## src/hw/rtl/psia_pkg.sv

```systemverilog
`timescale 1ns / 1ps

package psia_pkg;

    // Operand and result geometry.
    localparam int WORD_W      = 64;
    localparam int NUM_WORDS   = 4;
    localparam int BYTE_W      = 8;
    localparam int HALF_W      = 2 * WORD_W;
    localparam int KIND_W      = 5;

    // Shuffle index byte: bit 7 zeroes the byte, the low four bits pick a byte.
    localparam int IDX_ZERO_BIT = 7;
    localparam int IDX_SEL_W    = 4;

    // Operation codes.
    typedef enum logic [KIND_W-1:0] {
        K_XOR   = 5'd0,
        K_AND   = 5'd1,
        K_OR    = 5'd2,
        K_ANDN  = 5'd3,
        K_ADDB  = 5'd4,
        K_SUBB  = 5'd5,
        K_ADDW  = 5'd6,
        K_SUBW  = 5'd7,
        K_ADDD  = 5'd8,
        K_SUBD  = 5'd9,
        K_ADDQ  = 5'd10,
        K_SUBQ  = 5'd11,
        K_MULLW = 5'd12,
        K_SLLW  = 5'd13,
        K_SLLD  = 5'd14,
        K_SLLQ  = 5'd15,
        K_SRLW  = 5'd16,
        K_SRLD  = 5'd17,
        K_SRLQ  = 5'd18,
        K_SRAW  = 5'd19,
        K_SRAD  = 5'd20,
        K_SHUF  = 5'd21
    } t_kind;

    localparam t_kind KIND_LAST = K_SHUF;

    // Control shared by every lane for one request.
    typedef struct packed {
        t_kind              kind;
        logic [WORD_W-1:0]  shift_count;
    } t_lane_ctrl;

endpackage

```

## src/hw/rtl/psia_lane.sv

```systemverilog
`timescale 1ns / 1ps

module psia_lane
    import psia_pkg::*;
(
    input  t_lane_ctrl          i_ctrl,
    input  logic [WORD_W-1:0]   i_lhs,
    input  logic [WORD_W-1:0]   i_rhs,
    input  logic [HALF_W-1:0]   i_table,
    output logic [WORD_W-1:0]   o_res
);

    logic [WORD_W-1:0] addsub_res;
    logic [WORD_W-1:0] mul_res;
    logic [WORD_W-1:0] sll16, srl16, sra16;
    logic [WORD_W-1:0] sll32, srl32, sra32;
    logic [WORD_W-1:0] sll64, srl64;
    logic [WORD_W-1:0] shuf_res;

    // Add and subtract on a byte-sliced carry chain; the carry is cut at lane starts.
    always_comb begin
        logic       sub;
        logic [2:0] byte_mask;
        logic       carry;
        logic       cin;
        logic [8:0] sum9;
        sub       = 1'b0;
        byte_mask = 3'd0;
        carry     = 1'b0;
        case (i_ctrl.kind)
            K_ADDB: begin byte_mask = 3'd0; sub = 1'b0; end
            K_SUBB: begin byte_mask = 3'd0; sub = 1'b1; end
            K_ADDW: begin byte_mask = 3'd1; sub = 1'b0; end
            K_SUBW: begin byte_mask = 3'd1; sub = 1'b1; end
            K_ADDD: begin byte_mask = 3'd3; sub = 1'b0; end
            K_SUBD: begin byte_mask = 3'd3; sub = 1'b1; end
            K_ADDQ: begin byte_mask = 3'd7; sub = 1'b0; end
            K_SUBQ: begin byte_mask = 3'd7; sub = 1'b1; end
            default: begin byte_mask = 3'd0; sub = 1'b0; end
        endcase
        for (int j = 0; j < WORD_W / BYTE_W; j++) begin
            cin  = ((3'(j) & byte_mask) == 3'd0) ? sub : carry;
            sum9 = {1'b0, i_lhs[BYTE_W*j +: BYTE_W]}
                 + {1'b0, i_rhs[BYTE_W*j +: BYTE_W] ^ {BYTE_W{sub}}}
                 + {8'd0, cin};
            addsub_res[BYTE_W*j +: BYTE_W] = sum9[BYTE_W-1:0];
            carry = sum9[BYTE_W];
        end
    end

    // Four 16x16 multipliers, low product half kept.
    always_comb begin
        logic [31:0] prod;
        for (int m = 0; m < WORD_W / 16; m++) begin
            prod = {16'd0, i_lhs[16*m +: 16]} * {16'd0, i_rhs[16*m +: 16]};
            mul_res[16*m +: 16] = prod[15:0];
        end
    end

    // Lane shifters; an arithmetic shift past the lane width shifts by width-1.
    always_comb begin
        logic        sat16, sat32, sat64;
        logic [3:0]  c16;
        logic [4:0]  c32;
        logic [5:0]  c64;
        logic [15:0] x16;
        logic [31:0] x32;
        sat16 = |i_ctrl.shift_count[WORD_W-1:4];
        sat32 = |i_ctrl.shift_count[WORD_W-1:5];
        sat64 = |i_ctrl.shift_count[WORD_W-1:6];
        c16   = i_ctrl.shift_count[3:0];
        c32   = i_ctrl.shift_count[4:0];
        c64   = i_ctrl.shift_count[5:0];
        for (int m = 0; m < WORD_W / 16; m++) begin
            x16 = i_lhs[16*m +: 16];
            sll16[16*m +: 16] = sat16 ? 16'd0 : (x16 << c16);
            srl16[16*m +: 16] = sat16 ? 16'd0 : (x16 >> c16);
            sra16[16*m +: 16] = 16'($signed(x16) >>> (sat16 ? 4'd15 : c16));
        end
        for (int m = 0; m < WORD_W / 32; m++) begin
            x32 = i_lhs[32*m +: 32];
            sll32[32*m +: 32] = sat32 ? 32'd0 : (x32 << c32);
            srl32[32*m +: 32] = sat32 ? 32'd0 : (x32 >> c32);
            sra32[32*m +: 32] = 32'($signed(x32) >>> (sat32 ? 5'd31 : c32));
        end
        sll64 = sat64 ? '0 : (i_lhs << c64);
        srl64 = sat64 ? '0 : (i_lhs >> c64);
    end

    // Byte shuffle from the 16-byte half that this word belongs to.
    always_comb begin
        logic [BYTE_W-1:0]    ix;
        logic [IDX_SEL_W-1:0] sel;
        for (int j = 0; j < WORD_W / BYTE_W; j++) begin
            ix  = i_rhs[BYTE_W*j +: BYTE_W];
            sel = ix[IDX_SEL_W-1:0];
            shuf_res[BYTE_W*j +: BYTE_W] = ix[IDX_ZERO_BIT] ? '0
                                         : i_table[BYTE_W*sel +: BYTE_W];
        end
    end

    // Pick the unit that the operation code names.
    always_comb begin
        case (i_ctrl.kind)
            K_XOR:   o_res = i_lhs ^ i_rhs;
            K_AND:   o_res = i_lhs & i_rhs;
            K_OR:    o_res = i_lhs | i_rhs;
            K_ANDN:  o_res = ~i_lhs & i_rhs;
            K_ADDB, K_SUBB, K_ADDW, K_SUBW,
            K_ADDD, K_SUBD, K_ADDQ, K_SUBQ: o_res = addsub_res;
            K_MULLW: o_res = mul_res;
            K_SLLW:  o_res = sll16;
            K_SLLD:  o_res = sll32;
            K_SLLQ:  o_res = sll64;
            K_SRLW:  o_res = srl16;
            K_SRLD:  o_res = srl32;
            K_SRLQ:  o_res = srl64;
            K_SRAW:  o_res = sra16;
            K_SRAD:  o_res = sra32;
            K_SHUF:  o_res = shuf_res;
            default: o_res = '0;
        endcase
    end

endmodule
```

## config.mk

```make
export PLATFORM = sky130hd
export DESIGN_NAME = psia_lane
export DESIGN_NICKNAME = d
export VERILOG_FILES = /design/src/hw/rtl/psia_pkg.sv /design/src/hw/rtl/psia_lane.sv
export SDC_FILE = /design/constraint.sdc
export NUM_CORES = 2
export LEC_CHECK = 0
export BUFFER_PORTS_ARGS = -buffer_cell sky130_fd_sc_hd__buf_4
export CORE_ASPECT_RATIO = 1.25
export CORE_UTILIZATION = 62
export DETAILED_ROUTE_END_ITERATION = 7
export GPL_TIMING_DRIVEN = 1
export PLACE_DENSITY_LB_ADDON = 0.1
export SLEW_MARGIN = 10
export SYNTH_ARGS = -nofsm -noshare
export SYNTH_HDL_FRONTEND = slang
export SYNTH_SLANG_ARGS = --single-unit
```

## constraint.sdc

```tcl
create_clock -name vclk -period 40.3
set_input_delay 2.015 -clock vclk [all_inputs]
set_output_delay 2.015 -clock vclk [all_outputs]
set_load 0.02 [all_outputs]
```

==> flow_summary_export.csv, run 1 <==
group,metric,value,unit
status,status,"aborted with a tool error",
status,stop_stage,"5_1_grt",
status,error,"[ERROR GRT-0116] Global routing finished with congestion. Check the congestion regions in the DRC Viewer.",
yosys,netlist_instances,6071,
clock_tree,postCtsHoldBufs,0,
floorplanning,core.rowCount,115,
floorplanning,initial_core_util,62.9,%
clock_tree,cts_post_setup_buffers_inserted,0,
yosys,netlist.area_leader.share,19.4,%
floorplanning,io_pins,389,
grt,global_route_wire_length_before_repair,470000,um
yosys,synth.lib_cells_used.distinct,102,
floorplanning,die_y,319,um
yosys,synth.avg_cell_area,8.19,um^2
grt,grt_start_max_net_pins,95,
placement,globalplace.congestion,1.32,
grt,grt_remaining_overflow,270,
yosys,biggest_area_consumer_among_synthesized_cells,"mux4_2",
yosys,net_count_synth,7078,
yosys,synth_area,49700,um^2
yosys,yosysWarningCount,0,
floorplanning,fp.dieW,255,um
clock_tree,cts.repair.resized,0,
grt,global_route.usage.total,80.3,%
yosys,synth_top_cells_by_area,"mux4_2 19%, fa_1 13%, ha_1 8.7%",
yosys,sequential_to_total_area_share_from_yosys_stat,0,%
grt,first_global_vias,63056,
placement,io_buffer_count,389,
placement,dp_hpwl,225000,um
synthesized netlist by cell type (27+ instances only):
cell type and number:
o211ai_1 90, a21oi_1 236, mux4_2 427, mux2i_1 302, a32oi_1 46, nor2_1 481, o221ai_1 41, buf_4 28
a2111oi_0 31, buf_2 114, mux2_2 111, o2111ai_1 39, a21o_1 40, a221oi_1 35, inv_1 640, a31oi_1 37
fa_1 335, and3_1 27, nand2_1 699, nand4_1 47, o21ai_0 213, xor2_1 120, xnor2_1 203, nand3_1 110
a211oi_1 84, nand2b_1 29, buf_1 91, nor4_1 28, nor3_1 112, o22ai_1 62, ha_1 347, a22oi_1 34
clkbuf_1 317
metal layers:
| layer | track usage [%] | GRT overflow |
|---|---|---|
| met2 | 92.2 | 133 |
| met4 | 73.3 | 128 |
| met3 | 68.8 | 5 |
| met1 | 83.7 | 3 |
| met5 | 39.9 | 1 |
through the flow:
stage	hold WS (ps)	setup slack [ps]	area (um^2)	std cells
floorplan	4450	20370	49700	6071
global placement	4790	17770	52500	7061
detailed placement	4830	17380	52500	7061
CTS	4840	17330	52500	7061
cell families after synthesis:
logic type               Yosys count  synth area share [%]
AND/OR/NAND/NOR                 1707                  15.7
buffers and inverters           1231                  10.0
multiplexers                     854                  28.4
adder cells (fa/ha/maj)          682                  22.2
AO/OA/AOI/OAI                   1274                  17.9
XOR/XNOR                         323                  5.69
==> run 2, diff against run 1 <==
--- a/config.mk
+++ b/config.mk
@@ -6,11 +6,10 @@
 export NUM_CORES = 2
 export LEC_CHECK = 0
 export BUFFER_PORTS_ARGS = -buffer_cell sky130_fd_sc_hd__buf_4
-export CORE_ASPECT_RATIO = 1.25
-export CORE_UTILIZATION = 62
+export CORE_UTILIZATION = 40
 export DETAILED_ROUTE_END_ITERATION = 7
 export GPL_TIMING_DRIVEN = 1
-export PLACE_DENSITY_LB_ADDON = 0.1
+export PLACE_DENSITY_LB_ADDON = 0.15
 export SLEW_MARGIN = 10
 export SYNTH_ARGS = -nofsm -noshare
 export SYNTH_HDL_FRONTEND = slang
==> run 2 against run 1 <==
The flow now finishes, with violations (design-rule violations, max-capacitance violations, max-slew violations). Synthesized cell count did not move. Area after synthesis did not move.
==> flow_summary_export.csv, run 2 <==
group,metric,value,unit
status,status,"finished, violations left",
status,failed_checks,"design-rule violations, max-capacitance violations, max-slew violations",
layout,area_delta_synth_final,8.04,%
sta,hold_violations,0,
grt,antenna_violations_before_repair,64,
floorplanning,io_pins,389,
drt,num_vias,57299,
floorplanning,core.rowCount,128,
layout,finalNetCount,7066,
drt,remaining_drc_errors,3,
drt,first_iter_violations,10108,
setup_path,setup_crit_start,"i_ctrl[66]",
yosys,synth_area,49700,um^2
clock_tree,postCtsHoldBufs,0,
yosys,biggest_area_consumer_among_synthesized_cells,"mux4_2",
worst_hold_path,hold_path.startpoint,"i_lhs[63]",
placement,dp_hpwl,263000,um
yosys,yosys-top-cells-count,"699 x nand2_1, 640 x inv_1, 481 x nor2_1",
layout,layout_commonest_cell,"nand2_1",
setup_path,critPathKind,"in -> out",
yosys,yosysWarningCount,0,
yosys,synth.avg_cell_area,8.19,um^2
clock_tree,cts.repair.resized,0,
setup_path,timing.critical_path.mode_cell,"fa_1",
yosys,yosys.cell_count.top_type,"nand2_1",
drt,post_drt_wl_per_cell,44.4,um
floorplanning,design.core.area,123000,um^2
setup_path,critical_path_peak_fanout,41,
yosys,netlist.area_leader.share,19.4,%
placement,globalplace.congestion,1.14,
worst_hold_path,hold-path-cell-count,5,
yosys,netlist_instances,6071,
layout,layout.clock_buffers,0,
yosys,synth.lib_cells_used.distinct,102,
clock_tree,cts_post_setup_buffers_inserted,0,
yosys,net_count_synth,7078,
floorplanning,die_y,354,um
setup_path,cp_data_arrival_time,22550,ps
grt,grt_remaining_overflow,0,
floorplanning,initial_core_util,40.6,%
setup_path,crit_path_max_incr_delay,1230,ps
sta,slew_headroom,-6.04,%
sta,setup_violations,0,
floorplanning,die_area,126000,um^2
drt,drt_first_pass_iters,8,
grt,grt_start_max_net_pins,116,
yosys,sequential_to_total_area_share_from_yosys_stat,0,%
grt,global_route_wire_length_before_repair,461000,um
grt,first_global_vias,53398,
sta,max_freq,0.0407,GHz
setup_path,critical_path.startpoint_type,"input pin",
sta,min_period,24560,ps
run,number_of_maximum_capacitance_violations,3,
drt,ant_nets,0,
grt,global_route.usage.total,52.7,%
layout,area.sequential,0,um^2
worst_hold_path,hold_path.class,"in -> out",
sta,final_min_period_over_clock_period,61.0,%
sta,finalMaxSlewViolations,7,
yosys,synth_top_cells_by_area,"mux4_2 19%, fa_1 13%, ha_1 8.7%",
sta,timing_worst_slew_pin_value,1550,ps
setup_path,crit_path_top_delay_cell,"a2111oi_0",
layout,layout-drive-gt1-share,19.9,%
placement,io_buffer_count,389,
drt,sum_of_routed_wire_length_over_all_layers,342000,um
setup_path,end_kind,"primary output",
worst_hold_path,hold_end,"o_res[63]",
sta,setup-tns-final,0,ps
layout,most-common-layout-cells,"697 x nand2_1, 639 x inv_1, 543 x buf_4",
sta,rsz0062_at_grt,"no",
layout,final.fill_count,12375,
setup_path,crit_required,38280,ps
drt,vias_cell,7.43,
floorplanning,fp.dieW,354,um
layout,sequential_cell_total,0,
## run 2: cell counts after synthesis
No cell type changed its count.
## run 2: stage by stage
stage | worst slack (ps) | utilization, % | cell area (um^2) | hold slack (ps) | instances
2_1_floorplan | 20370 | - | 49700 | 4450 | 6071
3_3_place_gp | 16640 | 43.8 | 53600 | 4870 | 7682
3_5_place_dp | 16650 | 43.8 | 53600 | 4850 | 7682
4_1_cts | 16610 | 43.8 | 53600 | 4850 | 7682
5_1_grt | 15280 | 43.8 | 53600 | 4880 | 7687
6_report | 15740 | 43.8 | 53700 | 4920 | 7707
## run 2: kinds of logic after synthesis
group	count (synthesis)	synth area share (%)
AND/OR/NAND/NOR	1707	15.7
AO/OA/AOI/OAI	1274	17.9
buffers and inverters	1231	10.0
multiplexers	854	28.4
adder cells (fa/ha/maj)	682	22.2
XOR/XNOR	323	5.69
## run 2: layer usage
metal  GRT usage, %  vias to the layer above  wire length, um
met5           2.34                        -              666
met4           36.5                       48            30900
met3           22.7                     1413            53600
met2           72.2                     5678           133000
met1           66.0                    28127           124000
li1               -                    22033                -
## run 2: worst max-delay path: cells and delay by family
family          cells  cell delay (ps)
compound gates     41             9900
xor+xnor            3              580
fa+ha+maj          15             7030
buf+inv             3             1120
mux                 1              270
simple gates       12             1590
## run 2: how the worst max path moves through the flow
stage	endpoint	slack, ps	cells past startpoint
final	o_res[60]	15740	75
after global routing	o_res[60]	15280	73
after CTS	o_res[60]	16610	73
after detailed placement	o_res[60]	16650	73
after global placement	o_res[60]	16640	73
after floorplan	o_res[62]	20370	76
## run 2: area by class of cell
cell class                      count  area, um^2  share of cell area [%]
Antenna cell                       25        62.6                   0.117
Inverter                          667        2510                    4.67
Multi-Input combinational cell   4840       44900                    83.6
Tap cell                         1625        2030                    3.79
Timing Repair Buffer              550        4190                    7.80
